===== config.mk =====
export PLATFORM = sky130hd
export DESIGN_NAME = deadline_sorted_timer_queue_top
export DESIGN_NICKNAME = d
export VERILOG_FILES = /design/src/rtl/dstq_pkg.sv /design/src/rtl/dstq_ram.sv /design/src/rtl/dstq_alu.sv /design/src/rtl/deadline_sorted_timer_queue_top.sv
export SDC_FILE = /design/constraint.sdc
export NUM_CORES = 2
export LEC_CHECK = 0
export BUFFER_PORTS_ARGS = -buffer_cell sky130_fd_sc_hd__buf_2
export CAP_MARGIN = 10
export CORE_MARGIN = 2
export CORE_UTILIZATION = 39
export CTS_BUF_LIST = sky130_fd_sc_hd__clkbuf_4 sky130_fd_sc_hd__clkbuf_8 sky130_fd_sc_hd__clkbuf_16
export CTS_CLUSTER_SIZE = 10
export DETAILED_ROUTE_END_ITERATION = 8
export PLACE_DENSITY = 0.6
export SLEW_MARGIN = 20
export SYNTH_ARGS = -nofsm -noshare
export SYNTH_HDL_FRONTEND = slang
export SYNTH_SLANG_ARGS = --single-unit

===== constraint.sdc =====
create_clock -name clk -period 26.2 [get_ports clk]
set_input_delay 2.62 -clock clk [delete_from_list [all_inputs] [get_ports clk]]
set_output_delay 2.62 -clock clk [all_outputs]
set_load 0.1 [all_outputs]

===== src/rtl/dstq_pkg.sv =====
// Shared constants, codes and types for the deadline-sorted timer queue.
package dstq_pkg;

    localparam int QUEUE_DEPTH = 16;
    localparam int ADDR_W      = $clog2(QUEUE_DEPTH);
    localparam int CNT_W       = $clog2(QUEUE_DEPTH + 1);
    localparam int TAG_W       = 8;
    localparam int DELAY_W     = 32;
    localparam int TIME_W      = 64;
    localparam int ENTRY_W     = TIME_W + TAG_W;

    localparam logic       CMD_TICK = 1'b0;
    localparam logic       CMD_ADD  = 1'b1;

    localparam logic [1:0] KIND_EXPIRED = 2'd0;
    localparam logic [1:0] KIND_ADDED   = 2'd1;
    localparam logic [1:0] KIND_FULL    = 2'd2;
    localparam logic [1:0] KIND_NONE    = 2'd3;

    typedef struct packed {
        logic [TIME_W-1:0] deadline;
        logic [TAG_W-1:0]  tag;
    } entry_t;

    typedef struct packed {
        logic [TIME_W-1:0] op_a;
        logic [TIME_W-1:0] op_b;
    } alu_req_t;

    typedef struct packed {
        logic [TIME_W-1:0] sum;
        logic              le;
    } alu_rsp_t;

endpackage


===== src/rtl/dstq_ram.sv =====
// Generic single-port-write, single-port-read RAM with registered read data.
module dstq_ram #(
    parameter int WIDTH = 8,
    parameter int DEPTH = 16
) (
    input  logic                     clk,
    input  logic                     wr_en,
    input  logic [$clog2(DEPTH)-1:0] wr_addr,
    input  logic [WIDTH-1:0]         wr_data,
    input  logic [$clog2(DEPTH)-1:0] rd_addr,
    output logic [WIDTH-1:0]         rd_data
);

    logic [WIDTH-1:0] mem [DEPTH];

    always_ff @(posedge clk)
    begin
        if (wr_en)
        begin
            mem[wr_addr] <= wr_data;
        end
        rd_data <= mem[rd_addr];
    end

endmodule


===== src/rtl/dstq_alu.sv =====
// Shared 64-bit adder and unsigned less-or-equal comparator.
module dstq_alu
    import dstq_pkg::*;
(
    input  alu_req_t req,
    output alu_rsp_t rsp
);

    always_comb
    begin
        rsp.sum = req.op_a + req.op_b;
        rsp.le  = (req.op_a <= req.op_b);
    end

endmodule


===== src/rtl/deadline_sorted_timer_queue_top.sv =====
// Top level of the deadline-sorted timer queue: sequencer, table RAM and shared unit.
//
//  Channel  | Handshake          | Signals
//  ---------+--------------------+----------------------------------------------
//  command  | start, busy        | command, timer_tag, timeout
//  result   | result_valid       | kind, expired_tag, deadline, last
//
// An add sums its deadline, shifts up the entries not earlier than it, and writes it in the gap.
// A rejected add never raises busy; its result is strobed in the cycle after acceptance.
// A tick advances the tick counter, ending there on an empty table, then compares entries from
// the head until one survives, ends if none expired, else emits those and moves the rest down.
// Reset clears the count, the tick counter, the result strobe and the sequencer; the table needs no clearing.
// Results are strobed one cycle each, the cycle after their state, and cannot be stalled.
module deadline_sorted_timer_queue_top
    import dstq_pkg::*;
(
    input  logic               clk,
    input  logic               rst_n,
    input  logic               start,
    output logic               busy,
    input  logic               command,
    input  logic [TAG_W-1:0]   timer_tag,
    input  logic [DELAY_W-1:0] timeout,
    output logic               result_valid,
    output logic [1:0]         kind,
    output logic [TAG_W-1:0]   expired_tag,
    output logic [TIME_W-1:0]  deadline,
    output logic               last
);

    localparam logic [2:0] S_IDLE      = 3'd0;
    localparam logic [2:0] S_ADD_SUM   = 3'd1;
    localparam logic [2:0] S_ADD_CMP   = 3'd2;
    localparam logic [2:0] S_ADD_PUT   = 3'd3;
    localparam logic [2:0] S_TICK_INC  = 3'd4;
    localparam logic [2:0] S_TICK_CMP  = 3'd5;
    localparam logic [2:0] S_TICK_EMIT = 3'd6;
    localparam logic [2:0] S_TICK_MOVE = 3'd7;

    localparam logic [CNT_W-1:0] ONE  = CNT_W'(1);
    localparam logic [CNT_W-1:0] FULL = CNT_W'(QUEUE_DEPTH);

    logic [2:0]         state_reg, state_next;
    logic [TIME_W-1:0]  tick_count_reg, tick_count_next;
    logic [CNT_W-1:0]   count_reg, count_next;
    logic [CNT_W-1:0]   idx_reg, idx_next;
    logic [CNT_W-1:0]   n_reg, n_next;
    logic [TIME_W-1:0]  dl_reg, dl_next;
    logic [TAG_W-1:0]   tag_reg, tag_next;
    logic [DELAY_W-1:0] delay_reg, delay_next;

    logic               valid_reg, valid_next;
    logic [1:0]         kind_reg, kind_next;
    logic [TAG_W-1:0]   otag_reg, otag_next;
    logic [TIME_W-1:0]  odl_reg, odl_next;
    logic               last_reg, last_next;

    logic               wr_en;
    logic [CNT_W-1:0]   wr_idx;
    entry_t             wr_entry;
    logic [ENTRY_W-1:0] rd_data;
    entry_t             rd_entry;
    alu_req_t           alu_req;
    alu_rsp_t           alu_rsp;

    assign rd_entry = entry_t'(rd_data);

    dstq_ram #(
        .WIDTH (ENTRY_W),
        .DEPTH (QUEUE_DEPTH)
    ) u_table (
        .clk     (clk),
        .wr_en   (wr_en),
        .wr_addr (wr_idx[ADDR_W-1:0]),
        .wr_data (wr_entry),
        .rd_addr (idx_next[ADDR_W-1:0]),
        .rd_data (rd_data)
    );

    dstq_alu u_alu (
        .req (alu_req),
        .rsp (alu_rsp)
    );

    always_comb
    begin
        state_next      = state_reg;
        tick_count_next = tick_count_reg;
        count_next      = count_reg;
        idx_next        = idx_reg;
        n_next          = n_reg;
        dl_next         = dl_reg;
        tag_next        = tag_reg;
        delay_next      = delay_reg;
        valid_next      = 1'b0;
        kind_next       = kind_reg;
        otag_next       = otag_reg;
        odl_next        = odl_reg;
        last_next       = last_reg;
        wr_en           = 1'b0;
        wr_idx          = idx_reg;
        wr_entry        = rd_entry;
        alu_req.op_a    = tick_count_reg;
        alu_req.op_b    = {{(TIME_W-DELAY_W){1'b0}}, delay_reg};

        case (state_reg)
            S_IDLE:
            begin
                if (start)
                begin
                    tag_next   = timer_tag;
                    delay_next = timeout;
                    if (command == CMD_ADD)
                    begin
                        if (count_reg == FULL)
                        begin
                            valid_next = 1'b1;
                            kind_next  = KIND_FULL;
                            otag_next  = '0;
                            odl_next   = '0;
                            last_next  = 1'b1;
                        end
                        else
                        begin
                            state_next = S_ADD_SUM;
                        end
                    end
                    else
                    begin
                        state_next = S_TICK_INC;
                    end
                end
            end

            S_ADD_SUM:
            begin
                dl_next = alu_rsp.sum;
                if (count_reg == '0)
                begin
                    idx_next   = '0;
                    state_next = S_ADD_PUT;
                end
                else
                begin
                    idx_next   = count_reg - ONE;
                    state_next = S_ADD_CMP;
                end
            end

            S_ADD_CMP:
            begin
                alu_req.op_a = dl_reg;
                alu_req.op_b = rd_entry.deadline;
                if (alu_rsp.le)
                begin
                    wr_en  = 1'b1;
                    wr_idx = idx_reg + ONE;
                    if (idx_reg == '0)
                    begin
                        state_next = S_ADD_PUT;
                    end
                    else
                    begin
                        idx_next = idx_reg - ONE;
                    end
                end
                else
                begin
                    idx_next   = idx_reg + ONE;
                    state_next = S_ADD_PUT;
                end
            end

            S_ADD_PUT:
            begin
                wr_en             = 1'b1;
                wr_entry.deadline = dl_reg;
                wr_entry.tag      = tag_reg;
                count_next        = count_reg + ONE;
                valid_next        = 1'b1;
                kind_next         = KIND_ADDED;
                otag_next         = tag_reg;
                odl_next          = dl_reg;
                last_next         = 1'b1;
                state_next        = S_IDLE;
            end

            S_TICK_INC:
            begin
                alu_req.op_b    = TIME_W'(1);
                tick_count_next = alu_rsp.sum;
                n_next          = '0;
                if (count_reg == '0)
                begin
                    valid_next = 1'b1;
                    kind_next  = KIND_NONE;
                    otag_next  = '0;
                    odl_next   = '0;
                    last_next  = 1'b1;
                    state_next = S_IDLE;
                end
                else
                begin
                    idx_next   = '0;
                    state_next = S_TICK_CMP;
                end
            end

            S_TICK_CMP:
            begin
                alu_req.op_a = rd_entry.deadline;
                alu_req.op_b = tick_count_reg;
                if (alu_rsp.le)
                begin
                    n_next = idx_reg + ONE;
                    if (idx_reg + ONE == count_reg)
                    begin
                        idx_next   = '0;
                        state_next = S_TICK_EMIT;
                    end
                    else
                    begin
                        idx_next = idx_reg + ONE;
                    end
                end
                else if (n_reg == '0)
                begin
                    valid_next = 1'b1;
                    kind_next  = KIND_NONE;
                    otag_next  = '0;
                    odl_next   = '0;
                    last_next  = 1'b1;
                    state_next = S_IDLE;
                end
                else
                begin
                    idx_next   = '0;
                    state_next = S_TICK_EMIT;
                end
            end

            S_TICK_EMIT:
            begin
                valid_next = 1'b1;
                kind_next  = KIND_EXPIRED;
                otag_next  = rd_entry.tag;
                odl_next   = rd_entry.deadline;
                last_next  = (idx_reg + ONE == n_reg);
                if (idx_reg + ONE == n_reg)
                begin
                    if (n_reg == count_reg)
                    begin
                        count_next = '0;
                        state_next = S_IDLE;
                    end
                    else
                    begin
                        idx_next   = n_reg;
                        state_next = S_TICK_MOVE;
                    end
                end
                else
                begin
                    idx_next = idx_reg + ONE;
                end
            end

            S_TICK_MOVE:
            begin
                wr_en  = 1'b1;
                wr_idx = idx_reg - n_reg;
                if (idx_reg + ONE == count_reg)
                begin
                    count_next = count_reg - n_reg;
                    state_next = S_IDLE;
                end
                else
                begin
                    idx_next = idx_reg + ONE;
                end
            end

            default:
            begin
                state_next = S_IDLE;
            end
        endcase
    end

    always_ff @(posedge clk or negedge rst_n)
    begin
        if (!rst_n)
        begin
            state_reg      <= S_IDLE;
            tick_count_reg <= '0;
            count_reg      <= '0;
            valid_reg      <= 1'b0;
        end
        else
        begin
            state_reg      <= state_next;
            tick_count_reg <= tick_count_next;
            count_reg      <= count_next;
            valid_reg      <= valid_next;
        end
    end

    always_ff @(posedge clk)
    begin
        idx_reg   <= idx_next;
        n_reg     <= n_next;
        dl_reg    <= dl_next;
        tag_reg   <= tag_next;
        delay_reg <= delay_next;
        kind_reg  <= kind_next;
        otag_reg  <= otag_next;
        odl_reg   <= odl_next;
        last_reg  <= last_next;
    end

    assign busy         = (state_reg != S_IDLE);
    assign result_valid = valid_reg;
    assign kind         = kind_reg;
    assign expired_tag  = otag_reg;
    assign deadline     = odl_reg;
    assign last         = last_reg;

endmodule


# ---- Word level (Yosys, flattened, before mapping)
# Memory sizes are Yosys's and may differ from the RTL's. A register that Yosys moved wholly into a read port is not among the register bits.
# Cells that the tools add are included.
dict set report word_totals {
  regBits 262
  ram_bits 1152
  n_memories 1
  inputBits 44
}
dict set report classes {
  order_cmp 1
  n_eq_ne 29
  n_reduce_logical 17
  addsub 7
  mux 75
}
# memory words word_bits read_ports rd_ports_with_merged_regs wr line_no
set memory_table {}
lappend memory_table {u_table.mem 16 72 1 1 1 dstq_ram.sv:14} ;# logic [WIDTH-1:0] mem [DEPTH];
# cell n
set ops {}
lappend ops {{64-bit 2-to-1 mux} 6}
lappend ops {{64-bit one-hot mux with 5 select lines} 1}
lappend ops {{64-bit one-hot mux with 3 select lines} 1}
lappend ops {{64-bit one-hot mux with 2 select lines} 1}
lappend ops {{72-bit 2-to-1 mux} 1}
lappend ops {{5-bit 2-to-1 mux} 14}
lappend ops {{64-bit adder} 1}
lappend ops {{64-bit <= comparator} 1}
lappend ops {{8-bit 2-to-1 mux} 6}
lappend ops {{8-bit one-hot mux with 5 select lines} 1}
lappend ops {{3-bit 2-to-1 mux} 12}
lappend ops {{5-bit one-hot mux with 6 select lines} 1}
lappend ops {{2-bit != test, second input constant} 12}
lappend ops {{3-bit one-hot mux with 8 select lines} 1}
lappend ops {{3-bit != test, second input constant} 6}
lappend ops {{1-bit 2-to-1 mux} 16}
lappend ops {{5-bit == test} 3}
lappend ops {{5-bit logical NOT} 3}
lappend ops {{5-bit one-hot mux with 3 select lines} 1}
lappend ops {{3-bit == test, second input constant} 4}
lappend ops {{2-bit 2-to-1 mux} 6}
lappend ops {{6-bit AND reduction} 2}
lappend ops {{5-bit by 1-bit adder with 5-bit output, second input constant} 2}
lappend ops {{2-bit one-hot mux with 5 select lines} 1}
lappend ops {{21 further kinds} 26}

# ---- Logic depth before layout (Yosys ltp)
dict set report depth {
  ltp_word 7
  depth_mapped 27
}

# ---- By module
# A second synthesis with hierarchy kept.
dict set report hier_totals {
  hier_cells 4054
  area_unflattened_um2 63862.5
}
# mod n_inst cells_per_inst seq_area_each_um2 area_per_inst_um2
set modules_own_cells {}
lappend modules_own_cells {dstq_ram 1 1850 36034.6 44550.2}
lappend modules_own_cells {deadline_sorted_timer_queue_top 1 1357 7462.2 13550.5}
lappend modules_own_cells {dstq_alu 1 847 0.0 5761.8}

# ---- Worst setup path before layout
# OpenSTA, ideal clock, no wires.
dict set report synth_path {
  path_kind {reg2reg}
  startpoint {register state_reg[1]}
  endpoint {memory u_table.mem[15][0] (netlist name), enable pin}
  period_less_slack_ns 8.517
  path_stages_with_launch 24
  path_slack_ns 17.683
  path_buffers 6
  arrival_time_ns 8.014
  required_time_ns 25.697
  setup_time_ns 0.503
  cell_sequence {dfrtp_1 clkbuf_1 nor2b_1 clkbuf_1 nand2_1 nand2_1 clkbuf_1 clkbuf_1 nor2_1 nor2_1 ha_1 buf_2 or4_1 or3_1 or4_4 nor2b_1 o31a_1 nor2_2 buf_4 nand2_1 o22ai_1 a21oi_1 or2_2 nor2_1}
}
dict set report synth_via {
  elab_chain_len 7
}
# item line_no
set synth_lines {}
lappend synth_lines {{start, declared} deadline_sorted_timer_queue_top.sv:43} ;# logic [2:0] state_reg, state_next;
lappend synth_lines {{start signal, assigned} deadline_sorted_timer_queue_top.sv:301} ;# state_reg <= state_next;
lappend synth_lines {{3-bit == test / 3-bit by 2-bit == test with 1-bit output (equally long branches)} deadline_sorted_timer_queue_top.sv:106} ;# case (state_reg)
lappend synth_lines {{64-bit one-hot mux with 3 select lines / 64-bit one-hot mux with 2 select lines (equally long branches)} deadline_sorted_timer_queue_top.sv:106}
lappend synth_lines {{64-bit <= comparator} dstq_alu.sv:12} ;# rsp.le = (req.op_a <= req.op_b);
lappend synth_lines {{1-bit 2-to-1 mux} deadline_sorted_timer_queue_top.sv:154} ;# if (alu_rsp.le)
lappend synth_lines {{1-bit one-hot mux with 2 select lines} deadline_sorted_timer_queue_top.sv:106}
lappend synth_lines {{1-bit 2-to-1 mux} dstq_ram.sv:18} ;# if (wr_en)
lappend synth_lines {{1-bit 2-to-1 mux (not written as such)} dstq_ram.sv:20} ;# mem[wr_addr] <= wr_data;
lappend synth_lines {{end, declared} dstq_ram.sv:14}
# Several ways; a longest one is shown, not always the timed one.

# ---- Worst setup path after layout
dict set report layout_path {
  startpoint {register state_reg[0]}
  endpoint {register u_table.rd_data[21], read port of u_table.mem}
}
dict set report layout_via {
  elab_chain_len 5
}
# item line_no
set layout_lines {}
lappend layout_lines {{3-bit == test / 3-bit by 2-bit == test with 1-bit output (equally long branches)} deadline_sorted_timer_queue_top.sv:106}
lappend layout_lines {{64-bit one-hot mux with 3 select lines / 64-bit one-hot mux with 2 select lines (equally long branches)} deadline_sorted_timer_queue_top.sv:106}
lappend layout_lines {{64-bit <= comparator} dstq_alu.sv:12}
lappend layout_lines {{5-bit 2-to-1 mux, on equally long branches} {deadline_sorted_timer_queue_top.sv:213, deadline_sorted_timer_queue_top.sv:154}}
lappend layout_lines {{5-bit one-hot mux with 6 select lines *} deadline_sorted_timer_queue_top.sv:106}
lappend layout_lines {{end, declared} dstq_ram.sv:11} ;# output logic [WIDTH-1:0] rd_data
# Mark *: on every way between the ends. The rest lies on a longest branch, timed or not.
# A chain may end at the register's enable or synchronous reset.

==> impl_metrics.py <==
metrics = {
    "floorplanning": {
        "io_pins": 121,
        "dieArea_um2": 171200,
        "initial_utilization_pct": 39.20,
        "die_h_um": 413.8,
        "core_region_area_um2": 167000,
        "rows": 150,
        "dieWidth_um": 413.8,
    },
    "cells_and_area": {
        "largestRegisters": "u_table.mem (1152), u_table.rd_data (72)",
        "top_register": "u_table.mem",
        "finalNonFillerCells": 8170,
        "nets": 6017,
        "n_antenna_cell": 0,
        "syn2layout_area_growth_pct": 12.34,
        "layout_commonest_cell": "nand2_1",
        "mostFrequentLayoutCells": "nand2_1, edfxtp_1, nand3_1",
        "largest_reg_flops": 1152,
        "drive_above_1_share_pct": 9.571,
    },
    "placed_design": {
        "dp_hpwl_um": 103700,
        "post-place-ws_ns": 16.30,
        "routabilityCongestion": 0.9146,
        "dp_cells": 7862,
        "portBuffers": 120,
    },
    "timing": {
        "tns_ns": 0,
        "fin_crit_ns": 10.46,
        "rsz0062_at_grt": "false",
        "clock-skew-final_ns": 0.03060,
        "maxSlewViolCount": 0,
        "slew_headroom_pct": 21.80,
        "worst_slew_pin_slew_ns": 1.171,
        "fin_ws_ns": 15.74,
        "final.period_utilization_pct": 39.92,
        "max_freq_mhz": 95.61,
        "hold_viol": 0,
        "finalSetupViolCount": 0,
    },
    "global_route": {
        "overflow": 0,
        "grt_max_degree": 204,
        "grt_pass1_wl_um": 287300,
        "grt_pass1_vias": 43410,
        "antenna_found_initial": 3,
        "grt_util_all_layers_pct": 22.41,
    },
    "synthesis": {
        "ys_seq_area_share_pct": 66.42,
        "syn_avg_cell_area_um2": 11.21,
        "synth_top_area_share_pct": 61.31,
        "async_flop_share_pct": 4.913,
        "ys_seq_elements": 1486,
        "synth.distinct_cells": 77,
        "synth.largest_area_cell": "edfxtp_1",
        "synth-edff-count": 1337,
        "synth-main-ff-cell": "edfxtp_1",
        "syn-cell-area_um2": 65480,
        "yosys_warnings": 0,
        "synth_top_cells_by_area": "edfxtp_1, nand2_1, nand3_1",
        "syn-instance-count": 5843,
        "syn-num-nets": 6029,
    },
    "status": {
        "outcome": "finished, final reports clean",
    },
    "clock_tree": {
        "post-cts-setup-buffers": 0,
        "htreeDepth": 4,
        "cts_sinks": 1486,
        "cts.clk_slew.worst_paths_ns": 0.06,
        "cts_tree": "built",
        "cts_resized": 0,
        "cts_hold_buf": 0,
        "cts_buffers": 170,
        "cts_root_buf": "clkbuf_16",
        "clk_latency_ns": 0.82,
        "clockBufferDepth": 3,
    },
    "job": {
        "drv_cap": 0,
    },
    "detailed_routing": {
        "drtAntennaViolNets": 0,
        "routed_wl_um": 195600,
        "wl_per_cell_um": 23.94,
        "drt-initial-drc-count": 5824,
        "via_per_inst": 5.671,
        "route.detailed.drc": 0,
        "firstDrtPassIters": 6,
        "vias": 46330,
    },
    "worst_setup_path": {
        "critical_path.max_fanout": 203,
        "cp.required_ns": 26.88,
        "crit_type": "flop to flop",
        "crit_path_start_kind": "flop",
        "worst-endpoint-arrival_ns": 11.14,
        "endpoint_kind": "flop",
    },
    "worst_hold_path": {
        "hold_path.class": "flop to flop",
    },
}
## routing by layer
metal	track usage (%)	part of all wire, %
met1	31.59	42
met2	34.95	46
met3	3.798	8.9
met4	7.796	3.2
met5	0	0
## final timing paths
check,start,to,slack [ns],cells past startpoint
max reg2reg,state_reg[0]$_DFFE_PN0P_,u_table.rd_data[21]$_DFF_P_,15.74,23
max,state_reg[0]$_DFFE_PN0P_,u_table.rd_data[21]$_DFF_P_,15.74,23
max in group asynchronous,rst_n,state_reg[2]$_DFFE_PN0P_,23.20,2
min reg2reg,tick_count_reg[27]$_DFFE_PN0P_,tick_count_reg[27]$_DFFE_PN0P_,0.50,2
min,tick_count_reg[27]$_DFFE_PN0P_,tick_count_reg[27]$_DFFE_PN0P_,0.50,2
min in group asynchronous,rst_n,tick_count_reg[21]$_DFFE_PN0P_,1.75,1
## cells in the mapped netlist (5+ instances only)
library cell / instances
nand2_1: 1493
or3_1: 10
buf_1: 43
nand3_1: 598
nor3_1: 237
a21oi_1: 423
a211oi_1: 17
a31oi_1: 12
and3_1: 8
buf_4: 11
buf_2: 133
xor2_1: 22
nor2b_1: 12
nand2b_1: 16
ha_1: 139
dfrtp_1: 73
a22oi_1: 40
nand4_1: 18
clkbuf_1: 192
inv_1: 120
xnor2_1: 62
o31a_1: 6
a22o_1: 60
o21bai_1: 19
a211o_1: 7
or4_1: 7
o31ai_1: 12
mux2_2: 18
o21ai_0: 51
nor4_1: 83
o211ai_1: 8
o22ai_1: 65
edfxtp_1: 1337
o221ai_1: 5
a221oi_1: 7
a21o_1: 71
nor2_1: 265
a311oi_1: 5
dfxtp_1: 76
## cell families (layout without fill, tap and decap cells)
| kind of cell | Yosys count | in the layout | share of synthesized area (%) |
|---|---|---|---|
| adder cells (fa/ha/maj) | 142 | 142 | 2.748 |
| AND/OR/NAND/NOR | 2763 | 2763 | 18.13 |
| buffers and inverters | 502 | 625 | 3.197 |
| multiplexers | 22 | 22 | 0.3707 |
| XOR/XNOR | 85 | 85 | 1.158 |
| AO/OA/AOI/OAI | 843 | 843 | 7.975 |
| flip-flops | 1486 | 1486 | 66.42 |
## worst max-delay path, cell delays in order, from the launching register on
cell	delay, ns
dfrtp_1	0.62
nor2b_4	0.98
nand2_4	0.52
nand2_2	0.69
buf_4	0.64
nor2_1	0.08
nor2_1	0.16
ha_1	0.40
nor4_1	0.66
nand4b_1	0.24
or4_4	0.64
nor2b_1	0.19
o31a_1	0.15
nor2_2	0.45
a211oi_1	0.23
a2111oi_4	0.43
buf_12	0.54
inv_16	0.35
buf_12	0.50
buf_12	0.53
nand3_1	0.22
nand2_1	0.07
nor3_1	0.20
nor4_1	0.10
## layout make-up
class	count	area [µm²]
Clock buffer	282	5112
Clock inverter	25	289.0
Timing Repair Buffer	195	1236
Multi-Input combinational cell	3855	20190
Tap cell	2204	2758
Inverter	123	478.0
Fill cell	15310	93470
Sequential cell	1486	43500
## through the flow
step,hold slack (ns),utilization (%),cell area (µm²)
6_report,0.5032,44.04,73570
5_1_grt,0.5249,44.04,73570
4_1_cts,0.5023,44.03,73540
3_5_place_dp,0.4866,40.79,68140
3_3_place_gp,0.4785,40.79,68140
2_1_floorplan,0.4619,-,65480
Power is not shown: default switching activity piles up to over one toggle a cycle in this logic, so the estimate is an artifact.
